===== src/rtl/core/life_grid_generation_step_top_defines.svh =====
// assertion macros for the life grid generation step block
`ifndef LIFE_GRID_GENERATION_STEP_TOP_DEFINES_SVH
`define LIFE_GRID_GENERATION_STEP_TOP_DEFINES_SVH

// clocked check, quiet during reset
`define LGS_ASSERT(lbl, prop, msg) \
  lbl: assert property (@(posedge clk) disable iff (rst) prop) else $error(msg);

// single-cycle condition check
`define LGS_CHECK(lbl, cond, msg) \
  `LGS_ASSERT(lbl, (cond), msg)

`endif


===== src/rtl/core/lgs_pkg.sv =====
// types and constants shared by the life grid generation step block
package lgs_pkg;

  localparam int COL_POS_W = 8;
  localparam int ROW_POS_W = 7;
  localparam int GRID_WIDTH_W = 9;
  localparam int GRID_HEIGHT_W = 8;
  localparam int SIZE_W = 16;

  localparam logic [GRID_WIDTH_W-1:0] GRID_WIDTH_RESET = 9'd130;
  localparam logic [GRID_HEIGHT_W-1:0] GRID_HEIGHT_RESET = 8'd100;

  localparam logic [3:0] BIRTH_COUNT = 4'd3;
  localparam logic [3:0] KEEP_COUNT = 4'd2;

  localparam logic REG_GRID_WIDTH = 1'b0;
  localparam logic REG_GRID_HEIGHT = 1'b1;

  typedef enum logic [1:0] {
    CMD_CLEAR = 2'd0,
    CMD_SET   = 2'd1,
    CMD_STEP  = 2'd2,
    CMD_READ  = 2'd3
  } cmd_e;

  typedef struct packed {
    logic [1:0]           cmd;
    logic [COL_POS_W-1:0] col_pos;
    logic [ROW_POS_W-1:0] row_pos;
  } item_t;

  typedef struct packed {
    logic cell_alive;
    logic out_of_range;
  } result_t;

  typedef enum logic [3:0] {
    ST_INIT,
    ST_IDLE,
    ST_CLR,
    ST_RD,
    ST_MOD,
    ST_ADV_RD,
    ST_ADV_SH,
    ST_ADV_WR,
    ST_DONE
  } state_t;

  typedef struct packed {
    logic item_load;
    logic row_clr;
    logic row_inc;
    logic rd_item;
    logic rd_row;
    logic wr_zero;
    logic wr_set;
    logic wr_gen;
    logic buf_clr;
    logic buf_shift;
    logic alive_cap;
    logic res_load;
  } dp_ctl_t;

  typedef struct packed {
    logic [1:0] cmd;
    logic       oor;
    logic       row_last;
    logic       adv_first;
    logic       adv_end;
    logic       out_free;
  } dp_sts_t;

endpackage


===== src/rtl/core/lgs_ctrl.sv =====
// controller state machine for the life grid generation step block
`include "life_grid_generation_step_top_defines.svh"
module lgs_ctrl (
  input  logic            clk,
  input  logic            rst,
  input  logic            item_valid,
  output logic            item_ready,
  input  lgs_pkg::dp_sts_t sts,
  output lgs_pkg::dp_ctl_t ctl
);
  import lgs_pkg::*;

  state_t state, state_next;
  state_t dispatch;
  logic   first_cycle;

  always_ff @(posedge clk) begin
    if (rst) begin
      state <= ST_INIT;
    end else begin
      state <= state_next;
    end
  end

  // command dispatch after the item is latched
  always_comb begin
    case (sts.cmd)
      CMD_CLEAR: dispatch = ST_CLR;
      CMD_STEP:  dispatch = ST_ADV_RD;
      default:   dispatch = ST_RD;
    endcase
  end

  always_ff @(posedge clk) begin
    if (rst) begin
      first_cycle <= 1'b0;
    end else begin
      first_cycle <= ctl.item_load;
    end
  end

  always_comb begin
    state_next = state;
    ctl = '0;
    item_ready = 1'b0;
    case (state)
      ST_INIT: begin
        ctl.wr_zero = 1'b1;
        ctl.row_inc = 1'b1;
        if (sts.row_last) begin
          state_next = ST_IDLE;
        end
      end
      ST_IDLE: begin
        item_ready = 1'b1;
        if (item_valid) begin
          ctl.item_load = 1'b1;
          ctl.row_clr = 1'b1;
          ctl.buf_clr = 1'b1;
          state_next = ST_ADV_RD;
        end
      end
      ST_CLR: begin
        ctl.wr_zero = 1'b1;
        ctl.row_inc = 1'b1;
        if (sts.row_last) begin
          state_next = ST_DONE;
        end
      end
      ST_RD: begin
        if (sts.oor) begin
          state_next = ST_DONE;
        end else begin
          ctl.rd_item = 1'b1;
          state_next = ST_MOD;
        end
      end
      ST_MOD: begin
        if (sts.cmd == CMD_SET) begin
          ctl.wr_set = 1'b1;
        end else begin
          ctl.alive_cap = 1'b1;
        end
        state_next = ST_DONE;
      end
      ST_ADV_RD: begin
        if (sts.adv_end && sts.adv_first) begin
          state_next = ST_DONE;
        end else begin
          ctl.rd_row = !sts.adv_end;
          state_next = ST_ADV_SH;
        end
      end
      ST_ADV_SH: begin
        ctl.buf_shift = 1'b1;
        state_next = ST_ADV_WR;
      end
      ST_ADV_WR: begin
        ctl.wr_gen = !sts.adv_first;
        if (sts.adv_end) begin
          state_next = ST_DONE;
        end else begin
          ctl.row_inc = 1'b1;
          state_next = ST_ADV_RD;
        end
      end
      ST_DONE: begin
        if (sts.out_free) begin
          ctl.res_load = 1'b1;
          state_next = ST_IDLE;
        end
      end
      default: begin
        state_next = ST_IDLE;
      end
    endcase
    // dispatch on the newly latched command
    if (state == ST_ADV_RD && first_cycle && dispatch != ST_ADV_RD) begin
      ctl = '0;
      state_next = dispatch;
    end
  end

  `LGS_ASSERT(a_res_slot, ctl.res_load |-> sts.out_free, "result loaded into a full slot")
  `LGS_CHECK(a_one_write, $onehot0({ctl.wr_zero, ctl.wr_set, ctl.wr_gen}),
    "more than one grid write")
  `LGS_ASSERT(a_busy_after_accept, item_valid && item_ready |=> !item_ready,
    "item taken while busy")

endmodule


===== config.mk =====
export PLATFORM = sky130hd
export DESIGN_NAME = lgs_ctrl
export DESIGN_NICKNAME = d
export VERILOG_FILES = /design/src/rtl/core/lgs_pkg.sv /design/src/rtl/core/lgs_ctrl.sv
export VERILOG_INCLUDE_DIRS = /design/src /design/src/rtl/core
export SDC_FILE = /design/constraint.sdc
export NUM_CORES = 1
export LEC_CHECK = 0
export BUFFER_PORTS_ARGS = -buffer_cell sky130_fd_sc_hd__buf_2
export CORE_AREA = 2 2 39 41
export DETAILED_ROUTE_END_ITERATION = 6
export DIE_AREA = 0 0 41 43
export PLACE_DENSITY = 0.71
export SLEW_MARGIN = 5
export SYNTH_ARGS = -nofsm -noshare
export SYNTH_HDL_FRONTEND = slang
export SYNTH_SLANG_ARGS = --single-unit

===== constraint.sdc =====
create_clock -name clk -period 2.8 [get_ports clk]
set_input_delay 0.42 -clock clk [delete_from_list [all_inputs] [get_ports clk]]
set_output_delay 0.42 -clock clk [all_outputs]
set_load 0.005 [all_outputs]

Yosys cells after proc, flatten, opt, wreduce, memory -nomap -nowiden
Cells that the tools add are included.
- flip-flop bits (word level): 5
- input bits: 10
- output and inout bits: 13
- logic and storage cells: 57
- equality and inequality tests: 15
- muxes and demuxes: 31
- reductions and logical operators: 9
- operators by type and width (cell ; number):
    $pmux W4 S9 ; 1
    $mux W4 ; 8
    $mux W1 ; 17
    $eq A4 B3 Y1 const B ; 4
    $mux W12 ; 1
    $ne A3 B3 Y1 const B ; 4
    $eq A4 B2 Y1 const B ; 2
    $pmux W3 S2 ; 1
    $eq A4 B1 Y1 const B ; 1
    $eq A4 B4 Y1 const B ; 1
    $logic_not A4 Y1 ; 1
    $mux W2 ; 2
    $ne A4 B3 Y1 const B ; 1
    $reduce_and A4 Y1 ; 1
    $logic_and A1 B1 Y1 ; 3
    $eq A2 B1 Y1 const B ; 1
    $eq A2 B2 Y1 const B ; 1
    $logic_not A1 Y1 ; 2
    $logic_not A2 Y1 ; 1
    $pmux W1 S2 ; 1
    $reduce_or A2 Y1 ; 1

Depth between registers and ports, before layout
Gate-level depths: netlist of run 1.
- word-level depth: 6
- depth in mapped cells: 5
- gate-level depth less buffers: 4

Worst setup path before layout of run 1
No wires, ideal clock.
- path kind: reg-to-output
- from: reg state[2]
- to: out ctl[7] (netlist name)
- arrival time: 1.053 ns
- required time: 2.380 ns
- slack: 1.327 ns
- stages on the path, launching flop included: 4
- path buffers: 1
- cells stage by stage: dfxtp_1 > buf_2 > nand2_2 > a2111oi_0
- RTL lines (element ; RTL line ; text):
    from (decl) ; lgs_ctrl.sv:13 ; state_t state, state_next;
    from (signal assigned) ; lgs_ctrl.sv:21 ; state <= state_next;
    to (decl) ; lgs_ctrl.sv:9 ; output lgs_pkg::dp_ctl_t ctl

==> results of run 1 <==
==> metal layers <==
metal | vias up | wire length [um] | global-route usage [%]
met5 | - | 0 | 0
met4 | 0 | 10 | 7.33
met3 | 2 | 90 | 8.90
met2 | 23 | 578 | 24.1
met1 | 260 | 546 | 21.5
li1 | 288 | - | -
==> where the power goes <==
part           switching (mW)  internal, mW  total [mW]  leakage, nW
clock                  0.0310        0.0540      0.0850       0.0150
sequential            0.00712        0.0739      0.0811       0.0407
combinational          0.0220        0.0208      0.0428        0.197
==> flip-flops by register name (all words and copies together), names as in the netlist <==
| name | count |
|---|---|
| state | 4 |
| first_cycle | 1 |
==> placed cells by master, fill, tap and decap left out, drive strengths merged <==
cell type / count
a31oi: 1
or2b: 1
inv: 3
nor3: 3
buf: 22
nand4: 2
a221oi: 1
a2111oi: 1
and2b: 1
nand2: 4
o21ai: 4
nand2b: 4
and2: 1
a21oi: 6
dfxtp: 5
o41ai: 1
a21o: 3
nor2: 8
clkbuf: 4
or3: 2
and4: 2
o31ai: 1
nor2b: 2
nand3: 4
nor4: 2
==> through the flow <==
stage / util, % / hold WS [ps] / setup slack [ps] / cell area, sq um
2_1_floorplan: - / 482 / 1330 / 477
3_3_place_gp: 40.9 / 652 / 1160 / 566
3_5_place_dp: 40.9 / 648 / 1100 / 566
4_1_cts: 42.8 / 387 / 806 / 592
5_1_grt: 42.8 / 397 / 663 / 592
6_report: 42.8 / 396 / 827 / 592
==> layout make-up <==
type                            instances  area [sq um]  area share [%]
Clock buffer                            4          26.3            4.44
Inverter                                3          11.3            1.90
Multi-Input combinational cell         54           324            54.8
Sequential cell                         5           100            16.9
Tap cell                               16          20.0            3.38
Timing Repair Buffer                   22           110            18.6
==> cell families after synthesis <==
family	Yosys count
AND/OR/NAND/NOR	36
AO/OA/AOI/OAI	18
buffers and inverters	9
flip-flops	5
==> worst max path at each step <==
stage	slack, ps	cells after the start	end
after floorplan	1330	3	ctl[7]
after global placement	1160	4	ctl[10]
after detailed placement	1100	4	ctl[3]
after CTS	810	4	ctl[3]
after global routing	660	4	ctl[3]
final	830	4	ctl[3]
==> impl_summary.log, run 1 <==
INFO  metric synthesis.instances = roughly 70
INFO  metric cts_resized = 0
INFO  metric ff2ff_path_depth = 4
INFO  metric drc_violation_count_after_routing = 0
INFO  metric min_path_cells = 2
INFO  metric area_growth = 24.1%
INFO  metric r2r-start = state[1]
INFO  metric chipWidth = 41 um
INFO  metric post-synth-top-count-cell = sky130_fd_sc_hd__nor2_1
INFO  metric synth_ff_type = sky130_fd_sc_hd__dfxtp_1
INFO  metric clk_pin_slew_worst_paths = approximately 50 ps
INFO  metric slew_violations = 0
INFO  metric clkSinkCount = 5
INFO  metric crit_family = flip-flops
INFO  metric dr.pass1.iters = 4
INFO  metric r2r_end = state[1]
INFO  metric vdd_ir_drop_max = about 0.00019 V
INFO  metric number_of_h_tree_levels = 1
INFO  metric layout.nets = a little under 100
INFO  metric worst-path-buf-inv = 1
INFO  metric cts_hold_buffers = 0
INFO  metric rrSetupSlack = 1300 ps
INFO  metric placeableCoreArea = around 1400 sq um
INFO  metric post_cts_setup_repair_bufs = 0
INFO  metric synth-adder-area-share = 0%
INFO  metric ys_seq_elements = 5
INFO  metric path_cells = nand2b_1, nor3_1, and2_1, buf_2
INFO  metric cts-root-buf = sky130_fd_sc_hd__clkbuf_4
INFO  metric io-pin-count = 23
INFO  metric cts_inserted_buffers = 3
INFO  metric cellPowerDensity = around 350 nW/um^2
INFO  metric synth.top_cells.by_area = sky130_fd_sc_hd__dfxtp_1 (21%), sky130_fd_sc_hd__nor2_1 (6.3%), sky130_fd_sc_hd__nand2b_1 (5.2%)
INFO  metric finalSetupViolations = 0
INFO  metric peak_clock_frequency_supported_by_timing = about 500 MHz
INFO  metric critPathArrivalTime = 1550 ps
INFO  metric synth_mux_area_share = 0%
INFO  metric antenna_cells_inserted = 0
INFO  metric finalCritPeriodShare = a little over two thirds
INFO  metric yosysTopAreaCellShare = a little over a fifth
INFO  metric grt_first_pass_wirelength = 2040 um
INFO  metric post-dp-hpwl = between 900 and 1000 um
INFO  metric max-clock-path-buffers = 2
INFO  metric initial_utilization = 34.4%
INFO  metric synth-compound-area-share = 26.8%
INFO  metric antenna_violations_before_repair = 0
INFO  metric grt_start_max_net_pins = 16
INFO  metric synth_cell_type_count = 29
INFO  metric worstHoldStart = rst
INFO  metric max_stage_delay = 590 ps
INFO  metric timing.max_slew.rel_slack = 69.5%
INFO  metric tritoncts = done
INFO  metric synth_common_cells = sky130_fd_sc_hd__nor2_1 (8), sky130_fd_sc_hd__dfxtp_1 (5), sky130_fd_sc_hd__a21oi_1 (4), sky130_fd_sc_hd__nand2b_1 (4), sky130_fd_sc_hd__nand3_1 (4)
INFO  metric place.port_buffers = 22
INFO  metric grt_pass1_vias = between 400 and 500
INFO  metric cp_max_fo = 15
INFO  metric crit_path_start_kind = flop
INFO  metric sequential_share_of_the_synthesized_area = a little over a fifth
INFO  metric fin_total_pwr = 0.209 mW
INFO  metric tns = 0 ps
INFO  metric maxCapViolCount = 0
INFO  metric mappedNetlistArea = 477 sq um
INFO  metric synth-simple-area-share = 41.2%
INFO  metric initialDrtViolationCount = 12
INFO  metric dominant_combinational_cell_family_by_area_after_synthesis = simple AND/OR/NAND/NOR gates
INFO  metric power.static_leakage = approximately 0.25 nW
INFO  metric number_of_flops_mapped_to_enable_cells_by_yosys = 0
INFO  metric layout.filler_cells = between 150 and 200
INFO  metric dieArea = 1760 sq um
INFO  metric overflow = 0
INFO  metric layout-drive-gt1-share = around 33%
INFO  metric gp_congestion = ~0.86
INFO  metric ant_nets = 0
INFO  metric min_path_type = input pin to flop
INFO  metric die_height = around 43 um
INFO  metric final_period_minus_worst_setup_slack = between 1500 and 2000 ps
INFO  metric synth-warning-count = 0
INFO  metric dr_total_vias = between 500 and 600
INFO  metric worst_setup_path_end_kind = output port
INFO  metric path_class = flop to output port
INFO  metric non_filler_cells_in_the_finished_layout = around 100
INFO  metric synth_xor_xnor_area_share = 0%
INFO  metric status = finished clean
INFO  metric grt_setup_unrepaired = false
INFO  metric timing.clock.skew = 3.65 ps
INFO  metric synth.net_count = 78
INFO  metric placementRows = 14
INFO  metric critical_path.slowest_cell = sky130_fd_sc_hd__dfxtp_1
INFO  metric clk_latency = 240 ps
INFO  metric synth_top_area_cell = sky130_fd_sc_hd__dfxtp_1
INFO  metric timing.final.hold_violations = 0
INFO  metric grt_usage = around 17%
INFO  metric postSynthAreaPerCell = between 7 and 8 sq um
INFO  metric synth_async_sr_flop_share = 0%
INFO  metric route.detailed.wl_per_inst = between 10 and 15 um
INFO  metric route.detailed.vias_per_inst = around 5.5
INFO  metric numPlacedInstances = 100
INFO  metric setup.worst_path.start = state[0]
INFO  metric crit_required = about 2400 ps
INFO  metric worst-slew-pin-transition = around 460 ps
INFO  metric wl = around 1200 um
INFO  metric hold_path_sink = state[1]
No activity file was read; power rests on OpenSTA's default activity.
==> run 2, diff against run 1 <==
Settings changed: ABC_AREA set to 1, PLACE_DENSITY 0.71 to 0.74.
Clock period 2.8 ns to 1.9 ns, I/O delays scaled along.
==> run 2 against run 1 <==
Sequential share of layout area decreased by 1.4 points. Hold slack lost 120 ps. Flip-flop and latch count did not move. Synthesized cell count rose by 24%. Total power up 92%. Critical path depth increased by 2. Clock power grew 47%. Global-route usage down 0.59 points. Critical endpoint is now ctl[7]. Largest cell class unchanged.
==> impl_summary.log, run 2 <==
INFO  metric status = finished clean (unchanged)
INFO  metric finalSetupViolations = 0 (unchanged)
INFO  metric max-clock-path-buffers = 2 (unchanged)
INFO  metric dr.pass1.iters = 4 (unchanged)
INFO  metric cts_resized = 0 (unchanged)
INFO  metric power.static_leakage = 0.365 nW (was 0.253 nW)
INFO  metric route.detailed.vias_per_inst = 4.59 (was 5.51)
INFO  metric synth.top_cells.by_area = sky130_fd_sc_hd__dfxtp_1 (19%), sky130_fd_sc_hd__nand2_1 (9.5%), sky130_fd_sc_hd__nor2_1 (9.5%) (was sky130_fd_sc_hd__dfxtp_1 (21%), sky130_fd_sc_hd__nor2_1 (6.3%), sky130_fd_sc_hd__nand2b_1 (5.2%))
INFO  metric timing.max_slew.rel_slack = 76.9% (was 69.5%)
INFO  metric grt_first_pass_wirelength = 1960 um (was 2040 um)
INFO  metric registers.top_by_ff_count = state (unchanged)
INFO  metric multi_input_area = 329 sq um (was 324 sq um)
INFO  metric sequential_share_of_the_synthesized_area = 19.4% (was 21.0%)
INFO  metric synth-warning-count = 0 (unchanged)
INFO  metric crit_required = 1620 ps (was 2380 ps)
INFO  metric timing.clock.skew = 6.56 ps (was 3.65 ps)
INFO  metric setup.worst_path.start = state[0] (unchanged)
INFO  metric slew_violations = 0 (unchanged)
INFO  metric cts_hold_buffers = 0 (unchanged)
INFO  metric dr_total_vias = 564 (was 573)
INFO  metric drc_violation_count_after_routing = 0 (unchanged)
INFO  metric clkSinkCount = 5 (unchanged)
INFO  metric synth_top_area_cell = sky130_fd_sc_hd__dfxtp_1 (unchanged)
INFO  metric regArea = 100 sq um (unchanged)
INFO  metric hold_ws = 273 ps (was 396 ps)
INFO  metric gp_congestion = 0.795 (was 0.860)
INFO  metric crit_path_start_kind = flop (unchanged)
INFO  metric vdd_ir_drop_max = 0.000293 V (was 0.000190 V)
INFO  metric worst_setup_path_end_kind = output port (unchanged)
INFO  metric layout.nets = 118 (was 99)
INFO  metric ys_seq_elements = 5 (unchanged)
INFO  metric finalCritPeriodShare = ~90%
INFO  metric layout-drive-gt1-share = 41.1% (was 33.0%)
INFO  metric synthesis.instances = 84 (was 68)
INFO  metric wl = 1190 um (was 1230 um)
INFO  metric area_growth = 25.5% (was 24.1%)
INFO  metric postLayoutCellArea = 647 sq um (was 592 sq um)
INFO  metric initialDrtViolationCount = 7 (was 12)
INFO  metric grt_setup_unrepaired = false (unchanged)
INFO  metric worst-slew-pin-transition = 347 ps (was 456 ps)
INFO  metric grt_start_max_net_pins = 9 (was 16)
INFO  metric ant_nets = 0 (unchanged)
INFO  metric overflow = 0 (unchanged)
INFO  metric synth_cell_type_count = 21 (was 29)
INFO  metric route.detailed.wl_per_inst = 9.66 um (was 11.8 um)
INFO  metric cp_max_fo = 8 (was 15)
INFO  metric layout.filler_cells = 146 (was 157)
INFO  metric place.port_buffers = 22 (unchanged)
INFO  metric layout.cells.most_common = sky130_fd_sc_hd__buf_2 (unchanged)
INFO  metric antenna_violations_before_repair = 0 (unchanged)
INFO  metric placedInstanceArea = 619 sq um (was 566 sq um)
INFO  metric synth.net_count = 94 (was 78)
INFO  metric mostFrequentLayoutCells = sky130_fd_sc_hd__buf_2 (22), sky130_fd_sc_hd__nand2_1 (13), sky130_fd_sc_hd__nor2_1 (13) (was sky130_fd_sc_hd__buf_2 (22), sky130_fd_sc_hd__nor2_1 (8), sky130_fd_sc_hd__dfxtp_1 (5))
INFO  metric final_period_minus_worst_setup_slack = around 1700 ps
INFO  metric number_of_h_tree_levels = 1 (unchanged)
INFO  metric tns = 0 ps (unchanged)
INFO  metric place_ws = 495 ps (was 1100 ps)
INFO  metric synth_common_cells = sky130_fd_sc_hd__nand2_1 (13), sky130_fd_sc_hd__nor2_1 (13), sky130_fd_sc_hd__inv_1 (12), sky130_fd_sc_hd__nand3_1 (9) (was sky130_fd_sc_hd__nor2_1 (8), sky130_fd_sc_hd__dfxtp_1 (5), sky130_fd_sc_hd__a21oi_1 (4), sky130_fd_sc_hd__nand2b_1 (4), sky130_fd_sc_hd__nand3_1 (4))
INFO  metric dieArea = 1760 sq um (unchanged)
INFO  metric cellPowerDensity = 619 nW/um^2 (was 353 nW/um^2)
INFO  metric number_of_flops_mapped_to_enable_cells_by_yosys = 0 (unchanged)
INFO  metric post_cts_setup_repair_bufs = 0 (unchanged)
INFO  metric io-pin-count = 23 (unchanged)
INFO  metric tritoncts = done (unchanged)
INFO  metric grt_usage = 16.7% (was 17.3%)
INFO  metric cts-root-buf = sky130_fd_sc_hd__clkbuf_4 (unchanged)
INFO  metric placementRows = 14 (unchanged)
INFO  metric initial_utilization = 37.3% (was 34.4%)
INFO  metric peak_clock_frequency_supported_by_timing = a little under 600 MHz
INFO  metric grt_pass1_vias = 502 (was 498)
INFO  metric die_height = 43 um (unchanged)
INFO  metric r2r-start = state[0] (was state[1])
INFO  metric timing.final.hold_violations = 0 (unchanged)
INFO  metric max_ffs_per_register = 4 (unchanged)
INFO  metric post-dp-hpwl = 1040 um (was 950 um)
INFO  metric clk_latency = 250 ps (was 240 ps)
INFO  metric antenna_cells_inserted = 0 (unchanged)
INFO  metric worstHoldStart = rst (unchanged)
INFO  metric mappedNetlistArea = 515 sq um (was 477 sq um)
INFO  metric maxCapViolCount = 0 (unchanged)
INFO  metric critPathArrivalTime = 1390 ps (was 1550 ps)
INFO  metric path_class = flop to output port (unchanged)
INFO  metric placeableCoreArea = 1380 sq um (unchanged)
INFO  metric setup_slack_of_the_critical_path_after_layout = 223 ps (was 827 ps)
INFO  metric synth_ff_type = sky130_fd_sc_hd__dfxtp_1 (unchanged)
INFO  metric top_regs = state: 4 flops, first_cycle: 1 flops (unchanged)
INFO  metric postSynthAreaPerCell = 6.14 sq um (was 7.01 sq um)
INFO  metric cts_inserted_buffers = 3 (unchanged)
INFO  metric yosysTopAreaCellShare = 19.4% (was 21.0%)
INFO  metric clk_pin_slew_worst_paths = 50 ps (about the same)
INFO  metric finish.utilization = 46.7% (was 42.8%)
INFO  metric min_path_type = input pin to flop (unchanged)
INFO  metric chipWidth = 41 um (unchanged)
INFO  metric synth_async_sr_flop_share = 0% (unchanged)
[run 2: cell count changes in the layout (fill, tap and decap cells not counted), sizes merged, moves of 3 or more]
cell / before / now
a21oi: 6 / 3
inv: 3 / 16
nand2: 4 / 18
nand2b: 4 / 0
nand3: 4 / 11
nor2: 8 / 20
o21ai: 4 / 1
[run 2: layout make-up]
cell class                      count  area share (%)
Multi-Input combinational cell     60            50.9
Timing Repair Buffer               22            17.0
Sequential cell                     5            15.5
Inverter                           16            9.28
Clock buffer                        3            3.48
Tap cell                           16            3.09
Clock inverter                      1           0.774
[run 2: routing by layer]
metal | up-vias | track usage [%] | wire [um]
met2 | 19 | 25.6 | 548
li1 | 304 | - | -
met5 | - | 0 | 0
met1 | 236 | 19.3 | 541
met3 | 5 | 3.14 | 60
met4 | 0 | 12.0 | 38
[run 2: logic make-up after synthesis]
group           after synthesis  share of synthesized area, %
buf+inv                      19                          16.7
flops                         5                          19.4
compound gates                5                          5.34
simple gates                 55                          58.5
[run 2: worst max-delay path: stages, from the launching register on]
cell and delay, ps:
sky130_fd_sc_hd__dfxtp_1 520, sky130_fd_sc_hd__nand2_4 130, sky130_fd_sc_hd__nor2_4 150, sky130_fd_sc_hd__nand3_4 90, sky130_fd_sc_hd__inv_1 80, sky130_fd_sc_hd__nor4_1 40
sky130_fd_sc_hd__buf_2 120
[run 2: per-stage QoR]
| stage | power [mW] | std cells |
|---|---|---|
| finish | 0.401 | 123 |
| global route | 0.442 | 123 |
| CTS | 0.405 | 123 |
| floorplan | 0.245 | 84 |
| detailed placement | 0.279 | 119 |
| global placement | 0.276 | 119 |
[run 2: where the power goes]
part	leakage [nW]	switching [mW]	internal [mW]
Clock	0.0177	0.0484	0.0764
Sequential	0.0407	0.0153	0.112
Combinational	0.307	0.0850	0.0631
[run 2: worst paths after layout]
kind | cells past startpoint | to | slack [ps]
setup reg to reg | 7 | state[0] | 610
setup / recovery | 6 | ctl[7] | 220
hold / removal | 2 | state[1] | 270
hold reg to reg | 3 | state[1] | 640
==> run 3, diff against run 2 <==
Settings changed: PLACE_DENSITY 0.74 to 0.68.
==> run 3 against run 2 <==
Global-route usage is 0.69 points lower. Total power down 0.67%. Count of clock-buffer cells in the layout is 1 higher. Final area down 0.19%. Register-to-register slack worse by 20 ps. Utilization is 0.090 points lower. Via count increased by 0.35%. Die area stayed put. Sequential power barely moved. Clock power about the same. Fmax is 0.92% lower. Worst setup slack lost 16 ps. Largest cell class unchanged.
==> impl_summary.log, run 3 (synthesis results as in run 2) <==
INFO  metric status = finished clean (unchanged)
INFO  metric final_period_minus_worst_setup_slack = 1690 ps (was 1680 ps)
INFO  metric area_growth = 25.2% (was 25.5%)
INFO  metric grtUsageMet2 = 25.6% (unchanged)
INFO  metric cp_max_fo = 8 (unchanged)
INFO  metric layout.cells.most_common = sky130_fd_sc_hd__buf_2 (unchanged)
INFO  metric tritoncts = done (unchanged)
INFO  metric setup.worst_path.start = state[0] (unchanged)
INFO  metric post_cts_setup_repair_bufs = 0 (unchanged)
INFO  metric crit_path_start_kind = flop (unchanged)
INFO  metric clk_pin_slew_worst_paths = 40 ps (was 50 ps)
INFO  metric timing.final.hold_violations = 0 (unchanged)
INFO  metric layout-drive-gt1-share = 40.2% (was 41.1%)
INFO  metric wl = 1160 um (was 1190 um)
INFO  metric maxCapViolCount = 0 (unchanged)
INFO  metric antenna_cells_inserted = 0 (unchanged)
INFO  metric vdd_ir_drop_max = 0.000287 V (was 0.000293 V)
INFO  metric place_ws = 471 ps (was 495 ps)
INFO  metric die_height = 43 um (unchanged)
INFO  metric dr.pass1.iters = 5 (was 4)
INFO  metric dr_total_vias = 566 (was 564)
INFO  metric peak_clock_frequency_supported_by_timing = 591 MHz (was 596 MHz)
INFO  metric max_ffs_per_register = 4 (unchanged)
INFO  metric grt_start_max_net_pins = 9 (unchanged)
INFO  metric power.static_leakage = 0.363 nW (was 0.365 nW)
INFO  metric layout.nets = 118 (unchanged)
INFO  metric gp_congestion = 0.786 (was 0.795)
INFO  metric slew_violations = 0 (unchanged)
INFO  metric grt_setup_unrepaired = false (unchanged)
INFO  metric fin_total_pwr = 0.398 mW (was 0.401 mW)
INFO  metric initial_utilization = 37.3% (unchanged)
INFO  metric path_cells = nand2_4, nor2_4, nand3_4, inv_1, nor4_1, buf_2 (unchanged)
INFO  metric cellPowerDensity = 616 nW/um^2 (was 619 nW/um^2)
INFO  metric max_stage_delay = 540 ps (was 520 ps)
INFO  metric most_used_layer_global_route = met2 (unchanged)
INFO  metric finalCritPeriodShare = 89.1% (was 88.3%)
INFO  metric io-pin-count = 23 (unchanged)
INFO  metric cts_resized = 0 (unchanged)
INFO  metric placeableCoreArea = 1380 sq um (unchanged)
INFO  metric max-clock-path-buffers = 2 (unchanged)
INFO  metric antenna_violations_before_repair = 0 (unchanged)
INFO  metric overflow = 0 (unchanged)
INFO  metric cts-root-buf = sky130_fd_sc_hd__clkbuf_4 (unchanged)
INFO  metric tns = 0 ps (unchanged)
INFO  metric drc_violation_count_after_routing = 0 (unchanged)
INFO  metric setup_slack_of_the_critical_path_after_layout = 208 ps (was 223 ps)
INFO  metric ant_nets = 0 (unchanged)
INFO  metric ff2ff_path_depth = 8 (was 7)
INFO  metric dieArea = 1760 sq um (unchanged)
INFO  metric placedInstanceArea = 619 sq um (unchanged)
INFO  metric number_of_h_tree_levels = 1 (unchanged)
INFO  metric place.port_buffers = 22 (unchanged)
INFO  metric critical_path.slowest_cell = sky130_fd_sc_hd__dfxtp_1 (unchanged)
INFO  metric top_regs = state: 4 flops, first_cycle: 1 flops (unchanged)
INFO  metric cts_inserted_buffers = 3 (unchanged)
INFO  metric chipWidth = 41 um (unchanged)
INFO  metric clk_latency = 240 ps (was 250 ps)
INFO  metric route.detailed.vias_per_inst = 4.60 (was 4.59)
INFO  metric grt_usage = 16.0% (was 16.7%)
INFO  metric cts_hold_buffers = 0 (unchanged)
INFO  metric r2r-start = state[0] (unchanged)
INFO  metric r2r_end = state[0] (unchanged)
INFO  metric globalRouteMet1Util = 20.0% (was 19.3%)
INFO  metric min_path_type = input pin to flop (unchanged)
INFO  metric mostFrequentLayoutCells = sky130_fd_sc_hd__buf_2 (22), sky130_fd_sc_hd__nand2_1 (13), sky130_fd_sc_hd__nor2_1 (13) (unchanged)
INFO  metric initialDrtViolationCount = 5 (was 7)
INFO  metric placementRows = 14 (unchanged)
INFO  metric timing.clock.skew = 3.52 ps (was 6.56 ps)
INFO  metric timing.max_slew.rel_slack = 75.1% (was 76.9%)
INFO  metric clkSinkCount = 5 (unchanged)
INFO  metric rrSetupSlack = 590 ps (was 610 ps)
INFO  metric post-dp-hpwl = 1030 um (was 1040 um)
INFO  metric critPathArrivalTime = 1410 ps (was 1390 ps)
INFO  metric use_met3 = 1.57% (was 3.14%)
INFO  metric path_class = flop to output port (unchanged)
INFO  metric grt_pass1_vias = 508 (was 502)
INFO  metric route.detailed.wl_per_inst = 9.40 um (was 9.66 um)
INFO  metric worst-slew-pin-transition = 373 ps (was 347 ps)
INFO  metric worstSetupEndpoint = ctl[7] (unchanged)
INFO  metric crit_required = 1620 ps (about the same)
INFO  metric grt_first_pass_wirelength = 1970 um (was 1960 um)
INFO  metric worst_setup_path_end_kind = output port (unchanged)
INFO  metric registers.top_by_ff_count = state (unchanged)
INFO  metric postLayoutCellArea = 646 sq um (was 647 sq um)
INFO  metric finalSetupViolations = 0 (unchanged)
==> run 3: cell count changes in the layout (fill, tap and decap cells not counted) <==
cell | before | now
sky130_fd_sc_hd__clkbuf_1 | 0 | 1
sky130_fd_sc_hd__clkinv_2 | 1 | 0
==> run 3: worst min-delay path by stage <==
stage	startpoint	end	slack, ps	cells after the start
after floorplan	rst	state[1]	350	1
after global placement	rst	state[1]	520	2
after detailed placement	rst	state[3]	510	2
after CTS	rst	state[1]	250	2
after global routing	rst	state[2]	270	2
final	rst	state[1]	260	2
==> run 3: layout make-up <==
cell class / instances / area, sq um
inverters: 16 / 60.1
well taps: 16 / 20.0
flip-flops and latches: 5 / 100
repair buffers: 22 / 110
clock buffers: 4 / 26.3
fillers: 154 / 738
multi-input cells: 60 / 329
==> run 3: where the power goes <==
group | internal [mW] | switching (mW) | leakage [nW]
clock network | 0.0794 | 0.0427 | 0.0150
logic | 0.0630 | 0.0841 | 0.307
registers | 0.113 | 0.0160 | 0.0407
total | 0.255 | 0.143 | 0.363
==> run 3: worst max-delay path, delay by kind of cell (launching register included) <==
family	cells	cell delay (ps)
DFF	1	540
and+or+nand+nor	4	440
buffers and inverters	2	200
==> run 3: per-layer routing <==
| layer | part of all wire (%) | wire length [um] | up-vias |
|---|---|---|---|
| met2 | 48 | 555 | 21 |
| li1 | - | - | 305 |
| met1 | 45 | 515 | 238 |
| met4 | 1.2 | 14 | 0 |
| met3 | 6.1 | 70 | 2 |
| met5 | 0 | 0 | - |
==> run 3: per-stage QoR <==
step / utilization (%) / std cells / hold slack [ps]
5_1_grt: 46.7 / 123 / 272
2_1_floorplan: - / 84 / 354
3_5_place_dp: 44.8 / 119 / 513
3_3_place_gp: 44.8 / 119 / 516
4_1_cts: 46.7 / 123 / 252
6_report: 46.7 / 123 / 260
